===== config.mk =====
export PLATFORM = sky130hd
export DESIGN_NAME = dolc_out_stage
export DESIGN_NICKNAME = d
export VERILOG_FILES = /design/src/rtl/dolc_pkg.sv /design/src/rtl/dolc_out_stage.sv
export SDC_FILE = /design/constraint.sdc
export NUM_CORES = 1
export LEC_CHECK = 0
export BUFFER_PORTS_ARGS = -buffer_cell sky130_fd_sc_hd__buf_4
export CAP_MARGIN = 10
export CORE_AREA = 2 2 48 50
export CTS_BUF_LIST = sky130_fd_sc_hd__clkbuf_2
export DETAILED_ROUTE_END_ITERATION = 8
export DIE_AREA = 0 0 50 52
export GPL_ROUTABILITY_DRIVEN = 1
export MAX_ROUTING_LAYER = met4
export PLACE_DENSITY_LB_ADDON = 0.12
export SYNTH_ARGS = -nofsm -noshare
export SYNTH_HDL_FRONTEND = slang
export SYNTH_SLANG_ARGS = --single-unit

===== constraint.sdc =====
create_clock -name clk -period 0.8 [get_ports clk]
set_input_delay 0.16 -clock clk [delete_from_list [all_inputs] [get_ports clk]]
set_output_delay 0.16 -clock clk [all_outputs]
set_load 0.01 [all_outputs]

===== src/rtl/dolc_pkg.sv =====
package dolc_pkg;

    localparam int DEF_MAX_WORDS = 256;
    localparam int DEF_MAX_LEN   = 16;

    localparam logic [1:0] CMD_LOAD = 2'd0;
    localparam logic [1:0] CMD_TEXT = 2'd1;
    localparam logic [1:0] CMD_END  = 2'd2;

    localparam logic KIND_TEXT  = 1'b0;
    localparam logic KIND_COUNT = 1'b1;

    localparam logic [7:0]  CHAR_A    = 8'h61;
    localparam logic [7:0]  CHAR_Z    = 8'h7A;
    localparam logic [15:0] COUNT_MAX = 16'hFFFF;

    typedef struct packed {
        logic [1:0] command;
        logic [7:0] ch;
        logic       word_end;
    } req_t;

    typedef struct packed {
        logic        kind;
        logic [7:0]  out_char;
        logic [15:0] corrections;
        logic        last;
    } rsp_t;

    function automatic logic is_lower(input logic [7:0] c);
        return (c >= CHAR_A) && (c <= CHAR_Z);
    endfunction

endpackage


===== src/rtl/dolc_out_stage.sv =====
module dolc_out_stage (
    input  logic           clk,
    input  logic           rst_n,
    input  logic           ld,
    input  dolc_pkg::rsp_t ld_data,
    output logic           free,
    output logic           rsp_valid,
    input  logic           rsp_stall,
    output dolc_pkg::rsp_t rsp
);

    import dolc_pkg::*;

    logic valid_reg;
    logic valid_next;
    rsp_t data_reg;

    assign free = !valid_reg || !rsp_stall;

    always_comb
    begin
        if (ld)
        begin
            valid_next = 1'b1;
        end
        else if (rsp_stall)
        begin
            valid_next = valid_reg;
        end
        else
        begin
            valid_next = 1'b0;
        end
    end

    always_ff @(posedge clk or negedge rst_n)
    begin
        if (!rst_n)
        begin
            valid_reg <= 1'b0;
        end
        else
        begin
            valid_reg <= valid_next;
        end
    end

    always_ff @(posedge clk)
    begin
        if (ld)
        begin
            data_reg <= ld_data;
        end
    end

    assign rsp_valid = valid_reg;
    assign rsp       = data_reg;

endmodule

# After elaboration in Yosys (flattened, before gate mapping)

Index checks and enable logic that the tools add are counted.

Register bits: 27
Word-level logic and storage cells: 11

Equality and inequality tests: 1
Multiplexer cells: 2
Reductions and logical operators: 3

Operator list:

| operator           | count |
|---|---|
| $logic_not 1->1    | 2 |
| $mux 1             | 2 |
| $ne 2x2->1 const B | 1 |
| $logic_or 1x1->1   | 1 |

# Depth between registers and ports, before layout

Gate-level depths: netlist (run 1).

Depth in word-level cells: 2
Depth in mapped cells: 1
Depth with buffers taken out: 1

# Least setup slack after synthesis (run 1)

OpenSTA, ideal clock, no wires.

Path type: register to register
From: reg, netlist name rsp_valid
To: reg valid_reg (netlist: rsp_valid)
Library setup time: 0.118 ns
Arrival: 0.558 ns
Data required time: 0.682 ns
Slack: 0.124 ns
Stages on the path, launching flop included: 2
Buffers on the path: 0
Clock period less this slack: 0.676 ns
Path through: dfrtp_1 > a21o_1

RTL lines:

| element              | line                 | RTL |
|---|---|---|
| to (signal assigned) | dolc_out_stage.sv:44 | `valid_reg <= valid_next;` |
| to (decl)            | dolc_out_stage.sv:14 | `logic valid_reg;` |

# Worst setup path after layout (run 1)

From: reg valid_reg (netlist: rsp_valid)
To: out free

Longest elaborated chain between the ends: 2

RTL lines:

| element          | line                 | RTL |
|---|---|---|
| $logic_not 1->1  | dolc_out_stage.sv:18 | `assign free = !valid_reg \|\| !rsp_stall;` |
| $logic_or 1x1->1 | dolc_out_stage.sv:18 |  |
| to (decl)        | dolc_out_stage.sv:6  | `output logic free,` |

Every way passes these cells.

==> flow_summary.html, run 1 <==
<table>
<tr><th>Metric</th><th>Value</th></tr>
<tr><th colspan="2">Synthesis</th></tr>
<tr><td>Most numerous cell types in the synthesized netlist</td><td>sky130_fd_sc_hd__edfxtp_1 (26), sky130_fd_sc_hd__a21o_1 (1), sky130_fd_sc_hd__dfrtp_1 (1), sky130_fd_sc_hd__nand2_1 (1)</td></tr>
<tr><td>Most common cell in the netlist</td><td>sky130_fd_sc_hd__edfxtp_1</td></tr>
<tr><td>Count of flip-flops with a built-in enable after synthesis</td><td>26</td></tr>
<tr><td>Post-synth top flop</td><td>sky130_fd_sc_hd__edfxtp_1</td></tr>
<tr><td>Synth top area share</td><td>0.956</td></tr>
<tr><td>Leading post-synthesis cells by cell area</td><td>sky130_fd_sc_hd__edfxtp_1 (96%), sky130_fd_sc_hd__dfrtp_1 (3.1%), sky130_fd_sc_hd__a21o_1 (0.92%)</td></tr>
<tr><td>Net count after synthesis</td><td>59</td></tr>
<tr><td>Number of unique standard cell types used by synthesis</td><td>4</td></tr>
<tr><td>Synthesis Warnings</td><td>0</td></tr>
<tr><td>Mean post-synth cell area</td><td>28.2 sq um</td></tr>
<tr><td>Sequential element share of the synthesized area</td><td>0.986</td></tr>
<tr><td>Synth Register Bits</td><td>27</td></tr>
<tr><td>Area of the mapped netlist</td><td>817 sq um</td></tr>
<tr><td>Share of flip-flops with an asynchronous set or reset after synthesis</td><td>0.0370</td></tr>
<tr><td>Gate count after technology mapping</td><td>29</td></tr>
<tr><td>Library cell with the largest summed area after synthesis</td><td>sky130_fd_sc_hd__edfxtp_1</td></tr>
<tr><th colspan="2">Cells and area</th></tr>
<tr><td>Fin nets</td><td>148</td></tr>
<tr><td>Final design utilization</td><td>0.772</td></tr>
<tr><td>Footprint of the multi-input gates</td><td>11.3 sq um</td></tr>
<tr><td>Synthesis-to-finish area growth</td><td>99.1%</td></tr>
<tr><td>Filler Cell Count</td><td>121</td></tr>
<tr><td>Fraction of layout cells with a size suffix above 1</td><td>0.521</td></tr>
<tr><td>Number of antenna repair diodes</td><td>0</td></tr>
<tr><td>Combined flip-flop and latch cell area</td><td>806 sq um</td></tr>
<tr><th colspan="2">Global routing</th></tr>
<tr><td>Overall Global Routing Usage</td><td>0.145</td></tr>
<tr><td>Antenna violations before repair</td><td>0</td></tr>
<tr><td>Largest net degree at the start of global routing</td><td>28</td></tr>
<tr><td>Vias in the first global route</td><td>571</td></tr>
<tr><td>First-pass GRT wire length</td><td>2580 microns</td></tr>
<tr><td>Global-route congestion overflow total</td><td>0</td></tr>
<tr><th colspan="2">Timing</th></tr>
<tr><td>Total Neg Setup Slack</td><td>-7400 ps</td></tr>
<tr><td>Worst slew margin</td><td>0.779</td></tr>
<tr><td>Final period utilization</td><td>1.40</td></tr>
<tr><td>Count of final max-slew check failures</td><td>0</td></tr>
<tr><td>Hold Violations, Final</td><td>0</td></tr>
<tr><td>Setup repair after global routing missed its margin</td><td>yes</td></tr>
<tr><td>Final setup viols</td><td>28</td></tr>
<tr><td>Worst hold-check slack</td><td>17.0 ps</td></tr>
<tr><td>Final worst setup slack</td><td>-317 ps</td></tr>
<tr><td>Transition time at the pin with the least slew margin</td><td>332 ps</td></tr>
<tr><td>Highest achievable clock rate</td><td>896 MHz</td></tr>
<tr><td>Time the worst path needs with I/O delays and setup</td><td>1120 ps</td></tr>
<tr><td>Maximum clock skew at final layout</td><td>0 ps</td></tr>
<tr><th colspan="2">CTS</th></tr>
<tr><td>Clock tree from TritonCTS</td><td>built</td></tr>
<tr><td>Clock Pin Slew Worst Setup and Hold Paths</td><td>220 ps</td></tr>
<tr><td>CTS root buffer</td><td>sky130_fd_sc_hd__clkbuf_2</td></tr>
<tr><td>Number of setup buffers added after CTS</td><td>0</td></tr>
<tr><td>Number of buffers inserted for hold repair after clock tree synthesis</td><td>27</td></tr>
<tr><td>Number of buffers on the longest clock path</td><td>2</td></tr>
<tr><td>Clock tree sinks</td><td>27</td></tr>
<tr><td>Skew-Pair Late Insertion Delay</td><td>340 ps</td></tr>
<tr><td>Cts bufs inserted</td><td>3</td></tr>
<tr><td>Total number of H-tree levels</td><td>1</td></tr>
<tr><th colspan="2">Setup path</th></tr>
<tr><td>Startpoint kind of the worst setup timing path</td><td>flip-flop</td></tr>
<tr><td>Category of the worst setup path capture point</td><td>output pin</td></tr>
<tr><td>Maximum fanout along the worst path</td><td>3</td></tr>
<tr><td>Critical path, cell by cell</td><td>nand2_1, buf_4</td></tr>
<tr><td>Worst EP arrival</td><td>960 ps</td></tr>
<tr><td>Data required, critical path</td><td>640 ps</td></tr>
<tr><td>Path type of the worst setup path</td><td>flip-flop to output pin</td></tr>
<tr><td>CP peak stage delay</td><td>440 ps</td></tr>
<tr><td>Critical-path cell with the highest stage delay</td><td>sky130_fd_sc_hd__dfrtp_1</td></tr>
<tr><th colspan="2">Power and ir drop</th></tr>
<tr><td>Peak supply drop</td><td>0.00136 V</td></tr>
<tr><td>Total Power Consumption</td><td>2.71 mW</td></tr>
<tr><td>Pwr Density</td><td>1670 nW/um^2</td></tr>
<tr><td>P_leak</td><td>0.695 nW</td></tr>
<tr><th colspan="2">Routing</th></tr>
<tr><td>DR WL/cell</td><td>12.5 microns</td></tr>
<tr><td>Via-to-Cell Ratio</td><td>4.15</td></tr>
<tr><td>Detailed-route DRC error count</td><td>0</td></tr>
<tr><td>Residual antenna-violating net count after detailed routing</td><td>0</td></tr>
<tr><td>Number of vias after detailed routing</td><td>602</td></tr>
<tr><td>Iter 0 DRT Violations</td><td>11</td></tr>
<tr><td>Sum of routed wire length over all layers</td><td>1820 microns</td></tr>
<tr><td>DR pass1 iterations</td><td>4</td></tr>
<tr><th colspan="2">Min path</th></tr>
<tr><td>Type of the most critical hold path</td><td>primary input to flip-flop</td></tr>
<tr><th colspan="2">Floorplan</th></tr>
<tr><td>X dimension of the die</td><td>50 microns</td></tr>
<tr><td>Number of rows in the core area</td><td>17</td></tr>
<tr><td>DIE AREA</td><td>2600 sq um</td></tr>
<tr><td>Starting density of the core</td><td>0.388</td></tr>
<tr><td>Number of top-level pins</td><td>58</td></tr>
<tr><td>Vertical extent of the die</td><td>52 microns</td></tr>
<tr><td>Core Region</td><td>2110 sq um</td></tr>
<tr><th colspan="2">Outcome</th></tr>
<tr><td>Run status</td><td>finished with violations</td></tr>
<tr><td>Failing checks</td><td>setup timing</td></tr>
<tr><th colspan="2">Placement</th></tr>
<tr><td>GP Congestion</td><td>0.686</td></tr>
<tr><td>Number of port buffers</td><td>57</td></tr>
<tr><th colspan="2">Run</th></tr>
<tr><td># Max-Cap Violations</td><td>0</td></tr>
</table>
==> routing by layer <==
layer | global-route usage | part of all wire | up-vias
met5 | - | 0 | -
met4 | 0.0694 | 0.0083 | 0
met3 | 0.0316 | 0.066 | 2
met2 | 0.268 | 0.58 | 34
met1 | 0.146 | 0.34 | 276
li1 | - | - | 290
==> metrics by stage <==
step	cell area, sq um	std cells	setup WS, ps
2_1_floorplan	817	29	124
6_report	1630	145	-317
5_1_grt	1630	145	-397
3_3_place_gp	1280	114	-0.867
4_1_cts	1590	145	-339
3_5_place_dp	1280	114	-3.95
==> worst paths after layout <==
kind                       cells after the start   endpoint  startpoint  slack (ps)
max in group asynchronous                      2  rsp_valid       rst_n         630
max reg2reg                                    1  rsp_valid   rsp_valid         130
min in group asynchronous                      2  rsp_valid       rst_n         100
min reg2reg                                    1  rsp_valid   rsp_valid         540
min                                            2  rsp_valid   rsp_stall          20
max                                            2       free   rsp_valid        -320
==> logic make-up (layout without fill, tap and decap cells) <==
logic type             count (synthesis)  count (layout)  share of synthesized area
flip-flops                            27              27                      0.986
buffers and inverters                  0              88                          0
AND/OR/NAND/NOR                        1               1                    0.00459
AO/OA/AOI/OAI                          1               1                    0.00919
==> cell type report <==
type / count / share of cell area
tap: 28 / 0.0215
clock buffer: 4 / 0.0123
sequential: 27 / 0.495
multi-input combinational: 2 / 0.00692
timing repair buffer: 84 / 0.464
==> flip-flops by register name, indices dropped and copies added (netlist names) <==
register   cells
rsp           26
rsp_valid      1
==> worst max-delay path, delay by kind of cell (launching register included) <==
family | cells | cell delay, ps
buffers and inverters | 1 | 110
flip-flops | 1 | 440
AND/OR/NAND/NOR | 1 | 60
==> power by group <==
part           internal [mW]  switching, mW
sequential              1.67         0.0401
clock                  0.132          0.364
combinational          0.339          0.164
total                   2.14          0.568
==> layout by cell type, fill, tap and decap left out, drive strengths merged <==
cell,Yosys,final
a21o,1,1
edfxtp,26,26
nand2,1,1
dlygate4sd3,0,27
dfrtp,1,1
clkbuf,0,4
buf,0,57
==> repair_timing <==
action	CTS	global route
resized for setup	5	10
setup endpoints to repair	28	28
endpoints found under the hold margin	27	1
No activity file was read; power rests on OpenSTA's default activity.
==> run 2: changes to the inputs <==
- CAP_MARGIN: 10 -> 20
- CORE_AREA: 2 2 48 50 -> 2 2 47 49
- DIE_AREA: 0 0 50 52 -> 0 0 49 51
- clock period: 0.8 -> 1.35 ns (I/O delays scaled with it)
==> run 2 against run 1 <==
Net effect: the flow now finishes without violations; sequential cell count stayed put; setup slack better by 460 ps; highest routed layer unchanged; total power is 45% lower; final cell count is 18% lower; sequential power is 41% lower; final area is 19% lower.
==> flow_summary.html, run 2 (synthesis gave the netlist of run 1 again) <==
<table>
<tr><th>Metric</th><th>Value</th></tr>
<tr><th colspan="2">Cells and area</th></tr>
<tr><td>Filler Cell Count</td><td>159 (+31%)</td></tr>
<tr><td>Flip-flop count of the largest register, all copies and words added</td><td>26 (unchanged)</td></tr>
<tr><td>Final design utilization</td><td>0.635 (-0.137)</td></tr>
<tr><td>Commonest cells after routing, fill and taps aside</td><td>sky130_fd_sc_hd__buf_4 (57), sky130_fd_sc_hd__edfxtp_1 (26), sky130_fd_sc_hd__clkbuf_2 (4)</td></tr>
<tr><td>Number of antenna repair diodes</td><td>0 (unchanged)</td></tr>
<tr><td>Commonest non-fill, non-tap cell in the layout</td><td>sky130_fd_sc_hd__buf_4</td></tr>
<tr><td>Footprint of the multi-input gates</td><td>11.3 sq um (unchanged)</td></tr>
<tr><td>Fraction of layout cells with a size suffix above 1</td><td>0.670 (+0.149)</td></tr>
<tr><td>Combined flip-flop and latch cell area</td><td>806 sq um (unchanged)</td></tr>
<tr><td>Fin nets</td><td>122 (-18%)</td></tr>
<tr><td>Synthesis-to-finish area growth</td><td>60.3%</td></tr>
<tr><th colspan="2">Power and ir drop</th></tr>
<tr><td>Peak supply drop</td><td>0.000800 V (-41%)</td></tr>
<tr><td>Internal Pwr Total</td><td>1.20 mW (-44%)</td></tr>
<tr><td>Switching power as a share of total power</td><td>0.203 (-0.00673)</td></tr>
<tr><td>Pwr Density</td><td>1150 nW/um^2 (-31%)</td></tr>
<tr><td>Comb pwr share</td><td>0.142 (-0.044)</td></tr>
<tr><td>Net Sw Power</td><td>0.305 mW (-46%)</td></tr>
<tr><td>Clock network fraction of total power</td><td>0.190 (+0.007)</td></tr>
<tr><td>Sequential share of power</td><td>0.669 (+0.038)</td></tr>
<tr><td>P_leak</td><td>0.568 nW (-18%)</td></tr>
<tr><th colspan="2">Timing</th></tr>
<tr><td>Worst slew margin</td><td>0.792 (+0.0134)</td></tr>
<tr><td>Time the worst path needs with I/O delays and setup</td><td>1210 ps</td></tr>
<tr><td>Setup repair after global routing missed its margin</td><td>no</td></tr>
<tr><td>Maximum clock skew at final layout</td><td>0 ps (unchanged)</td></tr>
<tr><td>Transition time at the pin with the least slew margin</td><td>312 ps (-20.1 ps)</td></tr>
<tr><td>Count of final max-slew check failures</td><td>0 (unchanged)</td></tr>
<tr><td>Final setup viols</td><td>0 (-100%)</td></tr>
<tr><td>Highest achievable clock rate</td><td>828 MHz</td></tr>
<tr><td>Hold Violations, Final</td><td>0 (unchanged)</td></tr>
<tr><td>Total Neg Setup Slack</td><td>0 ps (+7400 ps)</td></tr>
<tr><td>Final period utilization</td><td>0.895</td></tr>
<tr><td>Worst hold-check slack</td><td>92.1 ps (+75.2 ps)</td></tr>
<tr><th colspan="2">Global routing</th></tr>
<tr><td>Vias in the first global route</td><td>447 (-22%)</td></tr>
<tr><td>Antenna violations before repair</td><td>0 (unchanged)</td></tr>
<tr><td>Largest net degree at the start of global routing</td><td>28 (unchanged)</td></tr>
<tr><td>First-pass GRT wire length</td><td>1900 microns (-26%)</td></tr>
<tr><td>Overall Global Routing Usage</td><td>0.111 (-0.0343)</td></tr>
<tr><td>Global-route congestion overflow total</td><td>0 (unchanged)</td></tr>
<tr><th colspan="2">Routing</th></tr>
<tr><td>Number of vias after detailed routing</td><td>473 (-21%)</td></tr>
<tr><td>Detailed-route DRC error count</td><td>0 (unchanged)</td></tr>
<tr><td>Iter 0 DRT Violations</td><td>3 (-8)</td></tr>
<tr><td>DR WL/cell</td><td>10.8 microns (-14%)</td></tr>
<tr><td>Sum of routed wire length over all layers</td><td>1290 microns (-29%)</td></tr>
<tr><td>Via-to-Cell Ratio</td><td>3.97 (-4.3%)</td></tr>
<tr><td>DR pass1 iterations</td><td>2 (-2)</td></tr>
<tr><td>Residual antenna-violating net count after detailed routing</td><td>0 (unchanged)</td></tr>
<tr><th colspan="2">Setup path</th></tr>
<tr><td>Category of the worst setup path capture point</td><td>output pin</td></tr>
<tr><td>Critical Path Start</td><td>rsp_valid</td></tr>
<tr><td>Length in cells of the worst reg-to-reg path</td><td>1 (unchanged)</td></tr>
<tr><td>Startpoint kind of the worst setup timing path</td><td>flip-flop</td></tr>
<tr><td>Worst EP arrival</td><td>940 ps (-20 ps)</td></tr>
<tr><td>Worst path bufs/invs</td><td>1 (unchanged)</td></tr>
<tr><td>Critical path, cell by cell</td><td>nand2_1, buf_4</td></tr>
<tr><td>Cell family with the largest share of critical-path delay</td><td>flip-flops</td></tr>
<tr><td>Critical-path cell with the highest stage delay</td><td>sky130_fd_sc_hd__dfrtp_1</td></tr>
<tr><td>Critical register-to-register path endpoint</td><td>rsp_valid</td></tr>
<tr><td>Register-to-register setup slack</td><td>680 ps (+550 ps)</td></tr>
<tr><td>Data required, critical path</td><td>1080 ps (+440 ps)</td></tr>
<tr><td>Worst reg2reg startpoint</td><td>rsp_valid</td></tr>
<tr><td>CP peak stage delay</td><td>440 ps (about the same)</td></tr>
<tr><td>Maximum fanout along the worst path</td><td>3 (unchanged)</td></tr>
<tr><td>Path type of the worst setup path</td><td>flip-flop to output pin</td></tr>
<tr><th colspan="2">CTS</th></tr>
<tr><td>Number of setup buffers added after CTS</td><td>0 (unchanged)</td></tr>
<tr><td>Clock tree from TritonCTS</td><td>built</td></tr>
<tr><td>Skew-Pair Late Insertion Delay</td><td>330 ps (about the same)</td></tr>
<tr><td>Cts bufs inserted</td><td>3 (unchanged)</td></tr>
<tr><td>Number of buffers on the longest clock path</td><td>2 (unchanged)</td></tr>
<tr><td>Total number of H-tree levels</td><td>1 (unchanged)</td></tr>
<tr><td>Clock Pin Slew Worst Setup and Hold Paths</td><td>210 ps (about the same)</td></tr>
<tr><td>Clock tree sinks</td><td>27 (unchanged)</td></tr>
<tr><td>CTS root buffer</td><td>sky130_fd_sc_hd__clkbuf_2</td></tr>
<tr><th colspan="2">Min path</th></tr>
<tr><td>Type of the most critical hold path</td><td>primary input to flip-flop</td></tr>
<tr><td>Source of the worst hold timing path</td><td>ld_data[18]</td></tr>
<tr><td>End point of the most critical hold path</td><td>rsp[18]</td></tr>
<tr><td>Min-Delay Path Depth</td><td>1 (-1)</td></tr>
<tr><th colspan="2">Floorplan</th></tr>
<tr><td>Core Region</td><td>2060 sq um (-2.0%)</td></tr>
<tr><td>Vertical extent of the die</td><td>51 microns (-1.9%)</td></tr>
<tr><td>Starting density of the core</td><td>0.396 (+0.00800)</td></tr>
<tr><td>X dimension of the die</td><td>49 microns (-2.0%)</td></tr>
<tr><td>Number of top-level pins</td><td>58 (unchanged)</td></tr>
<tr><td>DIE AREA</td><td>2500 sq um (-3.9%)</td></tr>
<tr><td>Number of rows in the core area</td><td>17 (unchanged)</td></tr>
<tr><th colspan="2">Run</th></tr>
<tr><td># Max-Cap Violations</td><td>0 (unchanged)</td></tr>
<tr><th colspan="2">Placement</th></tr>
<tr><td>Number of port buffers</td><td>57 (unchanged)</td></tr>
<tr><td>GP Congestion</td><td>0.674 (-1.7%)</td></tr>
<tr><th colspan="2">Outcome</th></tr>
<tr><td>Run status</td><td>finished clean</td></tr>
</table>
run 2: cell count changes in the layout (fill, tap and decap cells not counted), sizes merged:
| cell | delta |
|---|---|
| dlygate4sd3 | -26 |
run 2: timing repair:
item,in CTS,in global routing
endpoints found under the hold margin,1,0
resized for setup,0,0
hold buffers,1,0
run 2: worst max-delay path by stage:
stage                     cells past startpoint  endpoint
after floorplan                               1      free
after global placement                        1   rsp[21]
after detailed placement                      1   rsp[21]
after CTS                                     2      free
after global routing                          2      free
final                                         2      free
run 2: through the flow:
step	total power, mW	instance area [sq um]	cells	worst slack, ps
finish	1.50	1310	119	142
global route	1.57	1310	119	63.5
floorplan	1.07	817	29	566
CTS	1.52	1310	119	124
global placement	1.24	1280	114	445
detailed placement	1.24	1280	114	441
run 2: area by class of cell:
class,count,share of cell area
clock buffers,4,0.0153
repair buffers,58,0.334
well taps,28,0.0267
flip-flops and latches,27,0.615
multi-input cells,2,0.00860
run 2: layer usage:
layer	share of wire	track usage	vias to the layer above
met5	0	-	-
met4	0.013	0.0714	0
met3	0.064	0.0175	2
met2	0.57	0.196	27
met1	0.35	0.117	205
li1	-	-	239
run 2: power by group through the flow:
| stage | sequential [mW] | clock, mW | combinational, mW |
|---|---|---|---|
| after floorplan | 1.06 | 0 | 0.00359 |
| after global placement | 1.03 | 0 | 0.214 |
| after detailed placement | 1.03 | 0 | 0.214 |
| after CTS | 1.01 | 0.295 | 0.217 |
| after global routing | 1.01 | 0.329 | 0.228 |
| final | 1.01 | 0.285 | 0.213 |
==> run 3: changes to the inputs <==
- CORE_AREA: 2 2 47 49 -> 2 2 48 50
- DIE_AREA: 0 0 49 51 -> 0 0 50 52
- clock period: 1.35 -> 1.3 ns (I/O delays scaled with it)
==> run 3 against run 2 <==
Net effect: final area unchanged; register-to-register slack lost 60 ps; clock skew unchanged; core utilization shrank 1.3 points; final cell count unchanged; clock-buffer cell count is the same; setup slack got worse by 53 ps; total power increased by 3.7%; highest routed layer is now met3.
==> flow_summary.html, run 3 (synthesis gave the netlist of run 1 again) <==
<table>
<tr><th>Metric</th><th>Value</th></tr>
<tr><th colspan="2">Routing</th></tr>
<tr><td>DR WL/cell</td><td>11.6 microns (+7.0%)</td></tr>
<tr><td>DR pass1 iterations</td><td>3 (+1)</td></tr>
<tr><td>Via-to-Cell Ratio</td><td>4.02 (+1.1%)</td></tr>
<tr><td>Residual antenna-violating net count after detailed routing</td><td>0 (unchanged)</td></tr>
<tr><td>Iter 0 DRT Violations</td><td>2 (-1)</td></tr>
<tr><td>Sum of routed wire length over all layers</td><td>1380 microns (+7.0%)</td></tr>
<tr><td>Number of vias after detailed routing</td><td>478 (+1.1%)</td></tr>
<tr><td>Detailed-route DRC error count</td><td>0 (unchanged)</td></tr>
<tr><th colspan="2">CTS</th></tr>
<tr><td>Number of buffers on the longest clock path</td><td>2 (unchanged)</td></tr>
<tr><td>Number of setup buffers added after CTS</td><td>0 (unchanged)</td></tr>
<tr><td>Cts bufs inserted</td><td>3 (unchanged)</td></tr>
<tr><td>CTS root buffer</td><td>sky130_fd_sc_hd__clkbuf_2</td></tr>
<tr><td>Clock Pin Slew Worst Setup and Hold Paths</td><td>220 ps (about the same)</td></tr>
<tr><td>Clock tree from TritonCTS</td><td>built</td></tr>
<tr><td>Total number of H-tree levels</td><td>1 (unchanged)</td></tr>
<tr><td>Clock tree sinks</td><td>27 (unchanged)</td></tr>
<tr><td>Skew-Pair Late Insertion Delay</td><td>330 ps (about the same)</td></tr>
<tr><th colspan="2">Cells and area</th></tr>
<tr><td>Fin nets</td><td>122 (unchanged)</td></tr>
<tr><td>Flip-flop count of the largest register, all copies and words added</td><td>26 (unchanged)</td></tr>
<tr><td>Commonest cells after routing, fill and taps aside</td><td>sky130_fd_sc_hd__buf_4 (57), sky130_fd_sc_hd__edfxtp_1 (26), sky130_fd_sc_hd__clkbuf_2 (4)</td></tr>
<tr><td>Synthesis-to-finish area growth</td><td>60.3% (unchanged)</td></tr>
<tr><td>Number of antenna repair diodes</td><td>0 (unchanged)</td></tr>
<tr><td>Commonest non-fill, non-tap cell in the layout</td><td>sky130_fd_sc_hd__buf_4</td></tr>
<tr><td>Fraction of layout cells with a size suffix above 1</td><td>0.670 (unchanged)</td></tr>
<tr><th colspan="2">Setup path</th></tr>
<tr><td>Worst EP arrival</td><td>950 ps (about the same)</td></tr>
<tr><td>Critical path, cell by cell</td><td>nand2_1, buf_4</td></tr>
<tr><td>Worst path bufs/invs</td><td>1 (unchanged)</td></tr>
<tr><td>Maximum fanout along the worst path</td><td>3 (unchanged)</td></tr>
<tr><td>Data required, critical path</td><td>1040 ps (-40 ps)</td></tr>
<tr><td>Critical-path cell with the highest stage delay</td><td>sky130_fd_sc_hd__dfrtp_1</td></tr>
<tr><td>CP peak stage delay</td><td>450 ps (about the same)</td></tr>
<tr><td>Category of the worst setup path capture point</td><td>output pin</td></tr>
<tr><td>Cell family with the largest share of critical-path delay</td><td>flip-flops</td></tr>
<tr><td>Startpoint kind of the worst setup timing path</td><td>flip-flop</td></tr>
<tr><td>Path type of the worst setup path</td><td>flip-flop to output pin</td></tr>
<tr><th colspan="2">Power and ir drop</th></tr>
<tr><td>Net Sw Power</td><td>0.315 mW (+3.2%)</td></tr>
<tr><td>Comb pwr share</td><td>0.142 (about the same)</td></tr>
<tr><td>Sequential share of power</td><td>0.670 (about the same)</td></tr>
<tr><td>P_leak</td><td>0.568 nW (unchanged)</td></tr>
<tr><td>Peak supply drop</td><td>0.000787 V (-1.7%)</td></tr>
<tr><td>Internal Pwr Total</td><td>1.25 mW (+3.9%)</td></tr>
<tr><td>Switching power as a share of total power</td><td>0.202 (-0.000974)</td></tr>
<tr><td>Pwr Density</td><td>1190 nW/um^2 (+3.7%)</td></tr>
<tr><td>Clock network fraction of total power</td><td>0.188 (-0.002)</td></tr>
<tr><th colspan="2">Timing</th></tr>
<tr><td>Total Neg Setup Slack</td><td>0 ps (unchanged)</td></tr>
<tr><td>Time the worst path needs with I/O delays and setup</td><td>1210 ps</td></tr>
<tr><td>Highest achievable clock rate</td><td>826 MHz</td></tr>
<tr><td>Final setup viols</td><td>0 (unchanged)</td></tr>
<tr><td>Hold Violations, Final</td><td>0 (unchanged)</td></tr>
<tr><td>Final worst setup slack</td><td>89.2 ps (-52.8 ps)</td></tr>
<tr><td>Final period utilization</td><td>0.931</td></tr>
<tr><td>Transition time at the pin with the least slew margin</td><td>320 ps (+8.22 ps)</td></tr>
<tr><td>Setup repair after global routing missed its margin</td><td>yes</td></tr>
<tr><td>Worst slew margin</td><td>0.787 (-0.00548)</td></tr>
<tr><td>Count of final max-slew check failures</td><td>0 (unchanged)</td></tr>
<tr><td>Maximum clock skew at final layout</td><td>0 ps (unchanged)</td></tr>
<tr><th colspan="2">Placement</th></tr>
<tr><td>GP Congestion</td><td>0.706 (+4.7%)</td></tr>
<tr><td>Number of port buffers</td><td>57 (unchanged)</td></tr>
<tr><td>Worst slack after detailed placement</td><td>392 ps (-48.8 ps)</td></tr>
<tr><th colspan="2">Global routing</th></tr>
<tr><td>Global-route congestion overflow total</td><td>0 (unchanged)</td></tr>
<tr><td>Vias in the first global route</td><td>459 (+2.7%)</td></tr>
<tr><td>Overall Global Routing Usage</td><td>0.107 (-0.00413)</td></tr>
<tr><td>First-pass GRT wire length</td><td>1930 microns (+1.1%)</td></tr>
<tr><td>Antenna violations before repair</td><td>0 (unchanged)</td></tr>
<tr><td>Largest net degree at the start of global routing</td><td>28 (unchanged)</td></tr>
<tr><th colspan="2">Floorplan</th></tr>
<tr><td>X dimension of the die</td><td>50 microns (+2.0%)</td></tr>
<tr><td>Number of rows in the core area</td><td>17 (unchanged)</td></tr>
<tr><td>Vertical extent of the die</td><td>52 microns (+2.0%)</td></tr>
<tr><td>DIE AREA</td><td>2600 sq um (+4.0%)</td></tr>
<tr><td>Core Region</td><td>2110 sq um (+2.1%)</td></tr>
<tr><td>Number of top-level pins</td><td>58 (unchanged)</td></tr>
<tr><td>Starting density of the core</td><td>0.388 (-0.00800)</td></tr>
<tr><th colspan="2">Outcome</th></tr>
<tr><td>Run status</td><td>finished clean</td></tr>
<tr><th colspan="2">Min path</th></tr>
<tr><td>Type of the most critical hold path</td><td>primary input to flip-flop</td></tr>
<tr><th colspan="2">Run</th></tr>
<tr><td># Max-Cap Violations</td><td>0 (unchanged)</td></tr>
</table>
==> run 3: final cells by class <==
cell class,instances,area (sq um)
Timing Repair Buffer,58,438
Clock buffer,4,20.0
Multi-Input combinational cell,2,11.3
Fill cell,168,796
Tap cell,28,35.0
Sequential cell,27,806
==> run 3: power by group through the flow <==
stage | Combinational, mW | Sequential [mW] | Clock (mW)
global route | 0.236 | 1.05 | 0.339
CTS | 0.225 | 1.05 | 0.313
floorplan | 0.00372 | 1.10 | 0
finish | 0.222 | 1.05 | 0.293
detailed placement | 0.223 | 1.07 | 0
global placement | 0.222 | 1.06 | 0
==> run 3: repair_timing <==
action / in CTS / in global routing
resized for setup: 0 / 0
setup endpoints to repair: 0 / 1
hold endpoints to repair: 1 / 0
hold buffers: 1 / 0
==> run 3: routing by layer <==
| layer | track usage | share of wire | wire (microns) |
|---|---|---|---|
| met1 | 0.109 | 0.35 | 484 |
| met2 | 0.189 | 0.57 | 780 |
| met3 | 0.0287 | 0.082 | 113 |
| met4 | 0.0556 | 0 | 0 |
| met5 | - | 0 | 0 |
==> run 3: path summary, 6_finish.rpt <==
| check | start | endpoint | slack [ps] | cells past startpoint |
|---|---|---|---|---|
| max in group asynchronous | rst_n | rsp_valid | 1020 | 2 |
| setup / recovery | rsp_valid | free | 90 | 2 |
| hold reg to reg | rsp_valid | rsp_valid | 550 | 1 |
| setup reg to reg | rsp_valid | rsp_valid | 620 | 1 |
| min in group asynchronous | rst_n | rsp_valid | 200 | 2 |
| hold / removal | ld_data[7] | rsp[7] | 90 | 1 |
==> run 3: stage by stage <==
stage / cell area (sq um) / hold WS, ps / power, mW / util / cells
2_1_floorplan: 817 / -35.6 / 1.11 / - / 29
3_3_place_gp: 1280 / 36.2 / 1.29 / 0.608 / 114
3_5_place_dp: 1280 / 36.2 / 1.29 / 0.608 / 114
4_1_cts: 1310 / 66.1 / 1.58 / 0.622 / 119
5_1_grt: 1310 / 37.3 / 1.63 / 0.622 / 119
6_report: 1310 / 86.1 / 1.56 / 0.622 / 119
